`config.mk`:
```
export PLATFORM = sky130hd
export DESIGN_NAME = cascaded_pd_two_axis_servo
export DESIGN_NICKNAME = d
export VERILOG_FILES = /design/src/design/cpd_pkg.sv /design/src/design/cascaded_pd_two_axis_servo.sv /design/src/design/cpd_divider.sv
export SDC_FILE = /design/constraint.sdc
export NUM_CORES = 2
export LEC_CHECK = 0
export BUFFER_PORTS_ARGS = -buffer_cell sky130_fd_sc_hd__buf_2
export CAP_MARGIN = 20
export CORE_MARGIN = 8
export CORE_UTILIZATION = 45
export DETAILED_ROUTE_END_ITERATION = 10
export PLACE_DENSITY_LB_ADDON = 0.3
export SLEW_MARGIN = 25
export SYNTH_ARGS = -nofsm -noshare
export SYNTH_HDL_FRONTEND = slang
export SYNTH_SLANG_ARGS = --single-unit
export TNS_END_PERCENT = 50
```
`constraint.sdc`:
```
create_clock -name clk_i -period 23.3 [get_ports clk_i]
set_input_delay 2.33 -clock clk_i [delete_from_list [all_inputs] [get_ports clk_i]]
set_output_delay 2.33 -clock clk_i [all_outputs]
set_load 0.02 [all_outputs]
```
`src/design/cpd_pkg.sv`:
```
package cpd_pkg;

  // stream and register widths
  localparam int unsigned ByteW    = 8;
  localparam int unsigned InDataW  = 56;
  localparam int unsigned InUserW  = 1;
  localparam int unsigned OutDataW = 56;
  localparam int unsigned OutUserW = 2;
  localparam int unsigned PixW     = 16;
  localparam int unsigned PosW     = 16;
  localparam int unsigned VelW     = PosW + 1;
  localparam int unsigned GmvW     = PosW + 2;
  localparam int unsigned PulseW   = 11;
  localparam int unsigned GainW    = 16;
  localparam int unsigned TrimW    = 13;
  localparam int unsigned CfgIdxW  = 3;
  localparam int unsigned CfgDataW = 16;

  // normalization divider sizes, dividends stay below 2^26
  localparam int unsigned NumW     = 33;
  localparam int unsigned DivW     = 26;
  localparam int unsigned RecipW   = 27;
  localparam int unsigned DivShift = 36;
  localparam int unsigned QuotW    = DivW + RecipW - DivShift;
  localparam int unsigned DvsW     = 11;

  // shared multiplier sizes
  localparam int unsigned MulAW = 28;
  localparam int unsigned MulBW = 21;
  localparam int unsigned ProdW = MulAW + MulBW;
  localparam int unsigned AccW  = 40;

  // frame header and normalization
  localparam logic [ByteW-1:0]      SyncFirst  = 8'hAA;
  localparam logic [ByteW-1:0]      SyncSecond = 8'h55;
  localparam logic signed [VelW-1:0] CenterX   = 17'sd374;
  localparam logic signed [VelW-1:0] CenterY   = 17'sd254;
  localparam logic signed [VelW-1:0] DeltaLim  = 17'sd2000;
  localparam int unsigned           ShiftX     = 15;
  localparam int unsigned           ShiftY     = 14;
  localparam logic signed [NumW-1:0] HalfDenX  = 33'sd777;
  localparam logic signed [NumW-1:0] HalfDenY  = 33'sd413;
  localparam logic [DvsW-1:0]       DenX       = 11'd1554;
  localparam logic [DvsW-1:0]       DenY       = 11'd826;
  // rounded-up 2^36 / den
  localparam logic [RecipW-1:0]     RecipX     = 27'd44221028;
  localparam logic [RecipW-1:0]     RecipY     = 27'd83195493;

  // control loop constants, angles in Q.20 degrees
  localparam logic signed [VelW-1:0] VelBand   = 17'sd410;
  localparam logic signed [PosW-1:0] PosBand   = 16'sd820;
  localparam logic signed [AccW-1:0] AngleBase = 40'sd94371840;
  localparam logic signed [AccW-1:0] AngleMin  = 40'sd68157440;
  localparam logic signed [AccW-1:0] AngleMax  = 40'sd120586240;
  localparam int unsigned            TrimShift = 12;
  localparam logic signed [MulBW-1:0] PulseScale = 21'sd1111;
  localparam logic signed [MulBW-1:0] Recip25    = 21'sd671089;
  localparam int unsigned            ScaleShift = 22;
  localparam int unsigned            ScaledW    = 19;
  localparam int unsigned            RecipShift = 24;
  localparam int unsigned            GoalShift  = 8;
  localparam logic [PulseW-1:0]      PulseBase  = 11'd500;
  localparam logic [PulseW-1:0]      PulseReset = 11'd1500;
  localparam logic signed [AccW-1:0] Sat16Max   = 40'sd32767;
  localparam logic signed [AccW-1:0] Sat16Min   = -40'sd32768;

  // register reset values
  localparam logic [GainW-1:0]        PosGainPReset = 16'd128;
  localparam logic [GainW-1:0]        PosGainDReset = 16'd1536;
  localparam logic [GainW-1:0]        VelGainPReset = 16'd192;
  localparam logic [GainW-1:0]        VelGainDReset = 16'd1024;
  localparam logic signed [TrimW-1:0] TrimXReset    = 13'sd768;
  localparam logic signed [TrimW-1:0] TrimYReset    = -13'sd768;

  // register indexes
  localparam logic [CfgIdxW-1:0] CfgPosGainP = 3'd0;
  localparam logic [CfgIdxW-1:0] CfgPosGainD = 3'd1;
  localparam logic [CfgIdxW-1:0] CfgVelGainP = 3'd2;
  localparam logic [CfgIdxW-1:0] CfgVelGainD = 3'd3;
  localparam logic [CfgIdxW-1:0] CfgTrimX    = 3'd4;
  localparam logic [CfgIdxW-1:0] CfgTrimY    = 3'd5;

  typedef enum logic [4:0] {
    StIdle,
    StCheck,
    StDivStart,
    StDivWait,
    StInMul1,
    StInMul2,
    StInAcc,
    StInTriple,
    StInAngle,
    StPwMul1,
    StPwMul2,
    StPwSet,
    StOutMul1,
    StOutMul2,
    StOutSet,
    StResult
  } state_e;

  // divider request and response
  typedef struct packed {
    logic              start;
    logic [DivW-1:0]   dividend;
    logic [RecipW-1:0] recip;
  } div_req_t;

  typedef struct packed {
    logic             done;
    logic [QuotW-1:0] quot;
  } div_rsp_t;

endpackage

```
`src/design/cascaded_pd_two_axis_servo.sv`:
```
// tick: inner loop on each axis, then the position loop as well when it runs
// frame: normalizes both axes, or skips to the result if rejected; ready again next cycle
// one request at a time; a held result stalls the sequencer; loop products share one
// 28x21 multiplier and the normalization uses a reciprocal multiply in its own unit
// reset (async, active low) restores the default gains and trims, clears position and
// velocity state and sets both held pulses to 1500
module cascaded_pd_two_axis_servo (
  input  logic                           clk_i,
  input  logic                           rst_ni,
  // sync_first, sync_second, xpix_high, xpix_low, ypix_high, ypix_low, sum_byte
  input  logic [cpd_pkg::InDataW-1:0]    s_axis_tdata,
  // mode
  input  logic [cpd_pkg::InUserW-1:0]    s_axis_tuser,
  input  logic                           s_axis_tvalid,
  output logic                           s_axis_tready,
  // norm_x, norm_y, pulse_x, pulse_y, zero fill
  output logic [cpd_pkg::OutDataW-1:0]   m_axis_tdata,
  // frame_accepted, outer_ran
  output logic [cpd_pkg::OutUserW-1:0]   m_axis_tuser,
  output logic                           m_axis_tvalid,
  input  logic                           m_axis_tready,
  input  logic                           cfg_we_i,
  input  logic [cpd_pkg::CfgIdxW-1:0]    cfg_idx_i,
  input  logic [cpd_pkg::CfgDataW-1:0]   cfg_data_i
);
  import cpd_pkg::*;

  // configuration
  logic [GainW-1:0]        pos_gain_p_q, pos_gain_d_q, vel_gain_p_q, vel_gain_d_q;
  logic signed [TrimW-1:0] trim_x_q, trim_y_q;

  // loop state
  logic signed [PosW-1:0] pos_x_q, pos_y_q, last_pos_x_q, last_pos_y_q;
  logic signed [PosW-1:0] last_err_x_q, last_err_y_q, goal_vel_x_q, goal_vel_y_q;
  logic                   tick_phase_q;
  logic [PulseW-1:0]      held_pulse_x_q, held_pulse_y_q;

  // sequencer and working registers
  state_e                 state_q, state_d;
  logic [InDataW-1:0]     item_q;
  logic                   mode_q;
  logic                   ax_q;
  logic                   accepted_q;
  logic signed [ProdW-1:0] prod_q;
  logic signed [AccW-1:0] acc_q;

  // output register
  logic                   out_valid_q;
  logic [OutDataW-1:0]    out_data_q;
  logic [OutUserW-1:0]    out_user_q;

  logic                   in_acc;
  logic                   out_load;
  div_req_t               div_req;
  div_rsp_t               div_rsp;

  assign s_axis_tready = (state_q == StIdle);
  assign in_acc        = s_axis_tvalid && s_axis_tready;

  // register writes
  always_ff @(posedge clk_i or negedge rst_ni) begin
    if (!rst_ni) begin
      pos_gain_p_q <= PosGainPReset;
      pos_gain_d_q <= PosGainDReset;
      vel_gain_p_q <= VelGainPReset;
      vel_gain_d_q <= VelGainDReset;
      trim_x_q     <= TrimXReset;
      trim_y_q     <= TrimYReset;
    end else if (cfg_we_i) begin
      case (cfg_idx_i)
        CfgPosGainP: pos_gain_p_q <= cfg_data_i;
        CfgPosGainD: pos_gain_d_q <= cfg_data_i;
        CfgVelGainP: vel_gain_p_q <= cfg_data_i;
        CfgVelGainD: vel_gain_d_q <= cfg_data_i;
        CfgTrimX:    trim_x_q     <= cfg_data_i[TrimW-1:0];
        CfgTrimY:    trim_y_q     <= cfg_data_i[TrimW-1:0];
        default:     ;
      endcase
    end
  end

  // frame fields
  logic [ByteW-1:0]        sync_first, sync_second, sum_byte, sum_calc;
  logic signed [PixW-1:0]  raw_x, raw_y;
  logic signed [VelW-1:0]  dx, dy, dx_c, dy_c;
  logic signed [NumW-1:0]  num_x, num_y, num_cur, den_s, mag;
  logic [DvsW-1:0]         den_cur;
  logic                    frame_ok;
  logic                    num_neg;
  logic [QuotW-1:0]        quot;
  logic [VelW-1:0]         quot_low;
  logic signed [PosW-1:0]  norm_res;

  assign sync_first  = item_q[7:0];
  assign sync_second = item_q[15:8];
  assign raw_x       = {item_q[23:16], item_q[31:24]};
  assign raw_y       = {item_q[39:32], item_q[47:40]};
  assign sum_byte    = item_q[55:48];
  assign sum_calc    = SyncFirst + SyncSecond + item_q[23:16] + item_q[31:24]
                     + item_q[39:32] + item_q[47:40];
  assign frame_ok    = (sync_first == SyncFirst) && (sync_second == SyncSecond)
                     && (sum_calc == sum_byte);

  // offsets well past the saturation point are pulled in so the dividend stays small
  assign dx   = VelW'(raw_x) - CenterX;
  assign dy   = VelW'(raw_y) - CenterY;
  assign dx_c = (dx > DeltaLim) ? DeltaLim : (dx < -DeltaLim) ? -DeltaLim : dx;
  assign dy_c = (dy > DeltaLim) ? DeltaLim : (dy < -DeltaLim) ? -DeltaLim : dy;

  // rounded numerator 2*(p - c)*k + den, divided by 2*den
  assign num_x   = (NumW'(dx_c) <<< ShiftX) + HalfDenX;
  assign num_y   = (NumW'(dy_c) <<< ShiftY) + HalfDenY;
  assign num_cur = ax_q ? num_y : num_x;
  assign den_cur = ax_q ? DenY : DenX;
  assign den_s   = NumW'($signed({1'b0, den_cur}));
  assign num_neg = num_cur[NumW-1];
  // floor of a negative quotient as minus the ceiling of its magnitude
  assign mag     = num_neg ? (den_s - NumW'(1) - num_cur) : num_cur;

  assign div_req.start    = (state_q == StDivStart);
  assign div_req.dividend = mag[DivW-1:0];
  assign div_req.recip    = ax_q ? RecipY : RecipX;

  cpd_divider u_divider (
    .clk_i  (clk_i),
    .rst_ni (rst_ni),
    .req_i  (div_req),
    .rsp_o  (div_rsp)
  );

  // saturate the signed quotient to 16 bits
  assign quot     = div_rsp.quot;
  assign quot_low = quot[VelW-1:0];
  always_comb begin
    if (!num_neg) begin
      norm_res = (quot > QuotW'(32767)) ? 16'sh7FFF : quot[PosW-1:0];
    end else begin
      norm_res = (quot > QuotW'(32768)) ? 16'sh8000 : PosW'(VelW'(0) - quot_low);
    end
  end

  // per-axis views of the loop state
  logic signed [PosW-1:0]  cur_pos, cur_last, cur_goal, cur_lerr, cur_err;
  logic signed [TrimW-1:0] cur_trim;
  logic signed [VelW-1:0]  vel_raw, vel_db, err_diff;
  logic signed [GmvW-1:0]  goal_minus_v;

  assign cur_pos  = ax_q ? pos_y_q      : pos_x_q;
  assign cur_last = ax_q ? last_pos_y_q : last_pos_x_q;
  assign cur_goal = ax_q ? goal_vel_y_q : goal_vel_x_q;
  assign cur_lerr = ax_q ? last_err_y_q : last_err_x_q;
  assign cur_trim = ax_q ? trim_y_q     : trim_x_q;

  // inner loop speed with deadband
  assign vel_raw      = VelW'(cur_pos) - VelW'(cur_last);
  assign vel_db       = (vel_raw > -VelBand && vel_raw < VelBand) ? '0 : vel_raw;
  assign goal_minus_v = GmvW'(cur_goal) - GmvW'(vel_db);

  // outer loop error with deadband
  assign cur_err  = (cur_pos > -PosBand && cur_pos < PosBand) ? '0 : cur_pos;
  assign err_diff = VelW'(cur_err) - VelW'(cur_lerr);

  // shared multiplier operand select
  logic signed [MulAW-1:0] mul_a;
  logic signed [MulBW-1:0] mul_b;
  logic signed [ProdW-1:0] mul_p;

  always_comb begin
    mul_a = '0;
    mul_b = '0;
    case (state_q)
      StInMul1: begin
        mul_a = MulAW'(goal_minus_v);
        mul_b = MulBW'($signed({1'b0, vel_gain_p_q}));
      end
      StInMul2: begin
        mul_a = MulAW'(vel_db);
        mul_b = MulBW'($signed({1'b0, vel_gain_d_q}));
      end
      StPwMul1: begin
        mul_a = acc_q[MulAW-1:0];
        mul_b = PulseScale;
      end
      StPwMul2: begin
        mul_a = MulAW'($signed({1'b0, prod_q[ScaleShift+ScaledW-1:ScaleShift]}));
        mul_b = Recip25;
      end
      StOutMul1: begin
        mul_a = MulAW'(cur_err);
        mul_b = MulBW'($signed({1'b0, pos_gain_p_q}));
      end
      StOutMul2: begin
        mul_a = MulAW'(err_diff);
        mul_b = MulBW'($signed({1'b0, pos_gain_d_q}));
      end
      default: ;
    endcase
  end

  assign mul_p = ProdW'(mul_a) * ProdW'(mul_b);

  // angle, clamp, pulse and outer goal arithmetic
  logic signed [AccW-1:0]  prod_lo, ang_raw, ang_clamp, goal_sum, goal_shift;
  logic signed [PosW-1:0]  goal_sat;
  logic [PulseW-1:0]       pulse_new;

  assign prod_lo  = prod_q[AccW-1:0];
  assign ang_raw  = AngleBase + (AccW'(cur_trim) <<< TrimShift) + (ax_q ? acc_q : -acc_q);
  assign ang_clamp = (ang_raw < AngleMin) ? AngleMin :
                     (ang_raw > AngleMax) ? AngleMax : ang_raw;
  assign pulse_new = PulseBase + prod_q[RecipShift+PulseW-1:RecipShift];
  assign goal_sum  = acc_q + prod_lo;
  assign goal_shift = goal_sum >>> GoalShift;
  assign goal_sat  = (goal_shift > Sat16Max) ? 16'sh7FFF :
                     (goal_shift < Sat16Min) ? 16'sh8000 : goal_shift[PosW-1:0];

  // sequencer
  always_ff @(posedge clk_i or negedge rst_ni) begin
    if (!rst_ni) begin
      state_q <= StIdle;
    end else begin
      state_q <= state_d;
    end
  end

  always_comb begin
    state_d  = state_q;
    out_load = 1'b0;
    case (state_q)
      StIdle: begin
        if (in_acc) begin
          state_d = s_axis_tuser[0] ? StInMul1 : StCheck;
        end
      end
      StCheck:    state_d = frame_ok ? StDivStart : StResult;
      StDivStart: state_d = StDivWait;
      StDivWait: begin
        if (div_rsp.done) begin
          state_d = ax_q ? StResult : StDivStart;
        end
      end
      StInMul1:   state_d = StInMul2;
      StInMul2:   state_d = StInAcc;
      StInAcc:    state_d = StInTriple;
      StInTriple: state_d = StInAngle;
      StInAngle:  state_d = StPwMul1;
      StPwMul1:   state_d = StPwMul2;
      StPwMul2:   state_d = StPwSet;
      StPwSet: begin
        if (!ax_q) begin
          state_d = StInMul1;
        end else if (tick_phase_q) begin
          state_d = StOutMul1;
        end else begin
          state_d = StResult;
        end
      end
      StOutMul1:  state_d = StOutMul2;
      StOutMul2:  state_d = StOutSet;
      StOutSet:   state_d = ax_q ? StResult : StOutMul1;
      StResult: begin
        if (!out_valid_q || m_axis_tready) begin
          out_load = 1'b1;
          state_d  = StIdle;
        end
      end
      default:    state_d = StIdle;
    endcase
  end

  // loop state updates
  always_ff @(posedge clk_i or negedge rst_ni) begin
    if (!rst_ni) begin
      pos_x_q        <= '0;
      pos_y_q        <= '0;
      last_pos_x_q   <= '0;
      last_pos_y_q   <= '0;
      last_err_x_q   <= '0;
      last_err_y_q   <= '0;
      goal_vel_x_q   <= '0;
      goal_vel_y_q   <= '0;
      tick_phase_q   <= 1'b0;
      held_pulse_x_q <= PulseReset;
      held_pulse_y_q <= PulseReset;
    end else begin
      if (state_q == StDivWait && div_rsp.done) begin
        if (ax_q) begin
          pos_y_q <= norm_res;
        end else begin
          pos_x_q <= norm_res;
        end
      end
      if (state_q == StPwSet) begin
        if (ax_q) begin
          held_pulse_y_q <= pulse_new;
        end else begin
          held_pulse_x_q <= pulse_new;
        end
      end
      if (state_q == StOutSet) begin
        if (ax_q) begin
          goal_vel_y_q <= goal_sat;
          last_err_y_q <= cur_err;
        end else begin
          goal_vel_x_q <= goal_sat;
          last_err_x_q <= cur_err;
        end
      end
      if (out_load && mode_q) begin
        last_pos_x_q <= pos_x_q;
        last_pos_y_q <= pos_y_q;
        tick_phase_q <= ~tick_phase_q;
      end
    end
  end

  // working registers
  always_ff @(posedge clk_i) begin
    prod_q <= mul_p;
    if (in_acc) begin
      item_q     <= s_axis_tdata;
      mode_q     <= s_axis_tuser[0];
      ax_q       <= 1'b0;
      accepted_q <= 1'b0;
    end
    case (state_q)
      StCheck:    accepted_q <= frame_ok;
      StDivWait: begin
        if (div_rsp.done) begin
          ax_q <= 1'b1;
        end
      end
      StInMul2:   acc_q <= prod_lo;
      StInAcc:    acc_q <= acc_q + prod_lo;
      StInTriple: acc_q <= acc_q + (acc_q <<< 1);
      StInAngle:  acc_q <= ang_clamp;
      StPwSet:    ax_q  <= ~ax_q;
      StOutMul2:  acc_q <= prod_lo;
      StOutSet:   ax_q  <= 1'b1;
      default: ;
    endcase
  end

  // result register
  always_ff @(posedge clk_i or negedge rst_ni) begin
    if (!rst_ni) begin
      out_valid_q <= 1'b0;
    end else if (out_load) begin
      out_valid_q <= 1'b1;
    end else if (m_axis_tready) begin
      out_valid_q <= 1'b0;
    end
  end

  always_ff @(posedge clk_i) begin
    if (out_load) begin
      out_data_q <= {2'b00, held_pulse_y_q, held_pulse_x_q, pos_y_q, pos_x_q};
      out_user_q <= {mode_q & tick_phase_q, accepted_q};
    end
  end

  assign m_axis_tvalid = out_valid_q;
  assign m_axis_tdata  = out_data_q;
  assign m_axis_tuser  = out_user_q;

endmodule

```
`src/design/cpd_divider.sv`:
```
module cpd_divider (
  input  logic              clk_i,
  input  logic              rst_ni,
  input  cpd_pkg::div_req_t req_i,
  output cpd_pkg::div_rsp_t rsp_o
);
  import cpd_pkg::*;

  localparam int unsigned ProdDW = DivW + RecipW;

  logic              mul_go_q;
  logic              done_q;
  logic [DivW-1:0]   num_q;
  logic [RecipW-1:0] recip_q;
  logic [QuotW-1:0]  quot_q;
  logic [ProdDW-1:0] prod;

  // quotient as the top bits of dividend times the rounded-up reciprocal
  assign prod = ProdDW'(num_q) * ProdDW'(recip_q);

  // control: operands taken, then quotient and done registered together
  always_ff @(posedge clk_i or negedge rst_ni) begin
    if (!rst_ni) begin
      mul_go_q <= 1'b0;
      done_q   <= 1'b0;
    end else begin
      mul_go_q <= req_i.start;
      done_q   <= mul_go_q;
    end
  end

  // operand and quotient registers
  always_ff @(posedge clk_i) begin
    if (req_i.start) begin
      num_q   <= req_i.dividend;
      recip_q <= req_i.recip;
    end
    if (mul_go_q) begin
      quot_q <= prod[ProdDW-1:DivShift];
    end
  end

  assign rsp_o.done = done_q;
  assign rsp_o.quot = quot_q;

endmodule

```
# Yosys cells after proc, flatten, opt, wreduce, memory -nomap -nowiden
# Cells that the tools add are included.
dict set report word_totals {
  regBits 515
  input_bits 81
  output_inout_bits 60
  elab_cells 170
}
dict set report classes {
  addsub 20
  multipliers 2
  n_lt_le_gt_ge 14
  n_eq_ne 26
  mux 45
  bitwise_logic 3
  n_reduce_logical 28
}
# cell n
set ops {}
lappend ops {{28-bit one-hot mux with 6 select lines} 1}
lappend ops {{16-bit two-way mux} 10}
lappend ops {{40-bit one-hot mux with 4 select lines} 1}
lappend ops {{40-bit two-way mux} 3}
lappend ops {{20-bit one-hot mux with 6 select lines} 1}
lappend ops {{17-bit two-way mux} 5}
lappend ops {{40-bit adder} 2}
lappend ops {{5-bit one-hot mux with 16 select lines} 1}
lappend ops {{26-bit by 27-bit multiplier with 53-bit output} 1}
lappend ops {{28-bit by 21-bit multiplier with 41-bit output} 1}
lappend ops {{29-bit by 40-bit adder with 40-bit output} 1}
lappend ops {{5-bit by 4-bit == test with 1-bit output (second input constant)} 8}
lappend ops {{40-bit by 28-bit > comparator with 1-bit output (second input constant)} 1}
lappend ops {{40-bit by 28-bit less-than comparator with 1-bit output (second input constant)} 1}
lappend ops {{40-bit negator} 1}
lappend ops {{17-bit by 12-bit > comparator with 1-bit output (second input constant)} 2}
lappend ops {{17-bit by 12-bit less-than comparator with 1-bit output (second input constant)} 2}
lappend ops {{16-bit by 16-bit subtractor with 17-bit output} 2}
lappend ops {{32-bit by 11-bit adder with 33-bit output (second input constant)} 1}
lappend ops {{33-bit two-way mux} 1}
lappend ops {{31-bit by 10-bit adder with 32-bit output (second input constant)} 1}
lappend ops {{32-bit by 16-bit > comparator with 1-bit output (second input constant)} 1}
lappend ops {{32-bit by 16-bit less-than comparator with 1-bit output (second input constant)} 1}
lappend ops {{28-bit by 25-bit adder with 29-bit output (first input constant)} 1}
lappend ops {{48 further kinds} 88}

# Longest topological paths before layout
dict set report depth {
  ltp_word 8
  ltp_mapped 64
  mapped_depth_nobuf 55
}

# By module
# From an unflattened synthesis, not the netlist that was laid out.
dict set report unflattened {
  cells_unflattened 7589
  area_unflattened_um2 71340.9
}
# mod instances cells_each area_per_inst_um2 seq_area_each_um2
set by_module_without_submodules {}
lappend by_module_without_submodules {cascaded_pd_two_axis_servo 1 5048 47031.4 11653.7}
lappend by_module_without_submodules {cpd_divider 1 2541 24309.6 2152.1}

# Worst setup path before layout
# Ideal clock, no wire load.
dict set report synth_path {
  path_type {register -> register}
  start {register ax_q}
  end {register prod_q[40]}
  setup_ns 0.130
  arrival_ns 14.941
  t_required_ns 23.170
  path_slack_ns 8.230
  path_stages_with_launch 59
  n_path_buf 10
  period_less_slack_ns 15.070
  cell_sequence {dfxtp_1 buf_4 buf_2 buf_2 buf_2 buf_2 clkbuf_1 clkbuf_1 clkbuf_1 buf_1 mux2i_1 fa_1 a211oi_2 o21bai_1 a211o_1 a311o_1 a31oi_1 o21ba_2 (+23 left out) fa_1 inv_1 fa_1 fa_1 fa_1 inv_1 ha_1 a21o_1 a2111oi_0 nand2_1 o21ai_0 o21ai_1 o31a_1 o311ai_0 nand2b_1 a31oi_1 o21ai_0 xnor3_1}
}
dict set report synth_between {
  elab_chain_len 8
  elab_cells_between_ends 17
  classes_between {3 x add/sub; 1 x mul; 4 x order compare; 7 x mux; 2 x reduce/logical}
}
# element line
set synth_lines {}
lappend synth_lines {{start, declared} cascaded_pd_two_axis_servo.sv:42} ;# logic ax_q;
lappend synth_lines {{start signal, assigned} cascaded_pd_two_axis_servo.sv:337} ;# StPwSet: ax_q <= ~ax_q;
lappend synth_lines {{16-bit two-way mux (on tied branches)} {cascaded_pd_two_axis_servo.sv:148, cascaded_pd_two_axis_servo.sv:149}}
lappend synth_lines {{16-bit by 16-bit subtractor with 17-bit output} cascaded_pd_two_axis_servo.sv:155} ;# assign vel_raw = VelW'(cur_pos) - VelW'(cur_last);
lappend synth_lines {{17-bit by 10-bit > comparator with 1-bit output / 17-bit by 10-bit less-than comparator with 1-bit output (equally long branches)} cascaded_pd_two_axis_servo.sv:156} ;# assign vel_db = (vel_raw > -VelBand && vel_raw < VelBand) ? '0 : vel_raw;
lappend synth_lines {{1-bit logical AND} cascaded_pd_two_axis_servo.sv:156}
lappend synth_lines {{17-bit two-way mux} cascaded_pd_two_axis_servo.sv:156}
lappend synth_lines {{16-bit by 17-bit subtractor with 18-bit output} cascaded_pd_two_axis_servo.sv:157} ;# assign goal_minus_v = GmvW'(cur_goal) - GmvW'(vel_db);
lappend synth_lines {{28-bit one-hot mux with 6 select lines *} cascaded_pd_two_axis_servo.sv:171} ;# case (state_q)
lappend synth_lines {{28-bit by 21-bit multiplier with 41-bit output *} cascaded_pd_two_axis_servo.sv:200} ;# assign mul_p = ProdW'(mul_a) * ProdW'(mul_b);
lappend synth_lines {{named net mul_p[40]} cascaded_pd_two_axis_servo.sv:166} ;# logic signed [ProdW-1:0] mul_p;
lappend synth_lines {{end signal, assigned} cascaded_pd_two_axis_servo.sv:319} ;# prod_q <= mul_p;
lappend synth_lines {{end, declared} cascaded_pd_two_axis_servo.sv:44} ;# logic signed [ProdW-1:0] prod_q;
# The timed path passes the listed nets; every way through them passes the cells marked *.
# A chain may end at the register's enable or synchronous reset.

# Final worst setup path
# Ends and elaborated chain as after synthesis.

==> results.toml <==
[logic_synthesis]
syn_inst = 6179
synthMostInstantiatedCell = "inv_1"
ys.flop_type = "dfrtp_1"
synth_async_sr_flop_share = 0.521
yosysTopAreaCellShare = 0.240
synthTopCellsByArea = "fa_1, ha_1, edfxtp_1"
synth_edf_count = 186
synthesis.area_um2 = 58900
ys_top_cells_by_count = "inv_1, fa_1, ha_1"
synth_largest_area_cell = "fa_1"
synth_area_per_cell_um2 = 9.54
synth.distinct_cells = 101
ys_warn_count = 0
synth_seq_cells = 476
yosysSeqAreaShare = 0.215

[min_path]
hold_path.class = "reg -> reg"
holdCritStartpoint = "held_pulse_y_q[1]"

[global_route]
antenna_found_initial = 12
grt_usage = 0.250
grt_pass1_wl_um = 279000
gr-total-overflow = 0
grt_pass1_vias = 47200
grt_max_degree = 104

[cts]
cts_resized = 0
cts_tree = "done"
htree_levels = 2
cts_root_buffer = "clkbuf_16"
cts_made_buffers = 54
cts_buffer_depth = 3
clk_latency_ns = 0.69
cts.clk_slew.worst_paths_ns = 0.06
cts.sinks = 476
cts_setup_buffers = 0
hold_buffers = 0

[drt]
viasPerCell = 5.65
drt_iter0_drc = 3878
wire_per_inst_um = 22.1
drt-total-wl_um = 178000
antenna_left = 0
remaining_drc_errors = 0
first_pass_iters = 6
vias = 45600

[die]
die_area_um2 = 143000
fp.dieH_um = 378
num_rows = 132
start_util = 0.454
io_pins = 141
core_area_um2 = 130000
die_width_um = 378

[worst_setup_path]
cp.required_ns = 23.87
max_stage_delay_ns = 0.71
crit_path_start = "ax_q"
worst_setup_path_start_kind = "flop"
cp_slowest_cell = "buf_4"
cp_top_family = "compound AO/OA/AOI/OAI gates"
path_buf_inv = 7
path_common_cell = "fa_1"
end_kind = "flop"
r2r-start = "ax_q"
path_class = "reg -> reg"
cp.arrival_ns = 16.24
crit_path_max_fanout = 53

[cells_and_area]
nets = 7717
utilization = 0.491
area_delta_synth_final_pct = 8.08
fill_cells = 12200
drive_above_1_share = 0.0926

[timing]
slew_headroom = 0.274
min_period_ns = 15.67
finalSetupViolations = 0
report.final.slew_viol_count = 0
setup_tns_ns = 0
clock.fmax_mhz = 63.8
setup_slack_ns = 7.63
worstMarginPinSlew_ns = 1.09
skew_ns = 0.0623
hold_viol_final = 0
rsz0062_at_grt = "no"
fin_crit_sh = 0.673

[place]
hpwl_um = 144000
routabilityCongestion = 0.939
place_ws_ns = 7.72
port_buffers = 138

[run]
drv_cap = 0

[status]
status = "completed"
[kinds of logic (layout without fill, tap and decap cells)]
group,count (synthesis),in the layout,share of synthesized area
buf+inv,1297,1429,0.0832
fa+ha+maj,1356,1356,0.378
compound gates,1093,1093,0.121
mux,242,242,0.0449
flops,476,476,0.215
other cells,2,28,0.000127
xor+xnor,274,274,0.0412
simple gates,1439,1439,0.116
[layer usage]
metal / up-vias / wire length [um] / global-route usage
li1: 20800 / - / -
met1: 23000 / 78800 / 0.355
met2: 1626 / 79000 / 0.392
met3: 310 / 14700 / 0.0451
met4: 6 / 5690 / 0.0744
met5: - / 41 / 0
[sequential cells by signal (all words and copies together), names as in the netlist, 17 cells and up]
register	cells
item_q	56
m_axis_tdata	54
prod_q	41
acc_q	40
u_divider.quot_q	17
[placed cells by master (no fill, tap or decap), types with 61 or more instances in the layout]
| cell | netlist | routed |
|---|---|---|
| dfrtp_1 | 222 | 222 |
| nand2_1 | 539 | 537 |
| and2_1 | 115 | 116 |
| nor2_1 | 306 | 301 |
| mux2i_1 | 61 | 61 |
| a21oi_1 | 294 | 294 |
| mux2_2 | 181 | 181 |
| edfxtp_1 | 186 | 186 |
| xor2_1 | 65 | 65 |
| inv_1 | 1107 | 1107 |
| a21o_1 | 81 | 81 |
| buf_2 | 13 | 137 |
| ha_1 | 649 | 649 |
| nor3_1 | 88 | 85 |
| nand3_1 | 76 | 73 |
| buf_4 | 3 | 78 |
| o21ai_0 | 249 | 247 |
| fa_1 | 707 | 707 |
| xnor2_1 | 207 | 207 |
[worst register-to-register path: cells and delay by family, from the launching register on]
kind                       cells  cell delay, ns
AOI/OAI and AO/OA             25            7.18
xor gates and xnor gates       2            0.52
adders and majority gates     11            4.91
buffers and inverters          7            1.22
DFF                            1            0.68
muxes                          1            0.33
and+or+nand+nor                6            0.78
[metrics by stage]
stage	hold WS, ns	area, um^2	cells
finish	0.407	63700	8079
global route	0.427	63700	8070
CTS	0.398	63700	8067
detailed placement	0.405	61900	7965
global placement	0.402	61800	7963
floorplan	0.400	59000	6194
[layout make-up]
class / instances / area [um^2] / area share
multi-input cells: 4421 / 41600 / 0.652
clock inverters: 34 / 343 / 0.00538
flip-flops and latches: 476 / 12700 / 0.199
repair buffers: 219 / 1320 / 0.0207
clock buffers: 68 / 1440 / 0.0227
inverters: 1108 / 4160 / 0.0653
diodes: 11 / 27.5 / 0.000432
well taps: 1742 / 2180 / 0.0342
[final timing paths]
check / slack (ns) / to / depth (start not counted)
max in group asynchronous: 19.46 / pos_gain_d_q[2] / 3
worst max register to register: 7.63 / prod_q[40] / 52
worst max-delay path: 7.63 / prod_q[40] / 52
min in group asynchronous: 1.73 / pos_y_q[1] / 1
worst min register to register: 0.41 / m_axis_tdata[44] / 0
worst min-delay path: 0.41 / m_axis_tdata[44] / 0
Power is left out: the tool's default activity adds up to more than one toggle a clock period on the data nets, which glitch-free logic cannot reach.
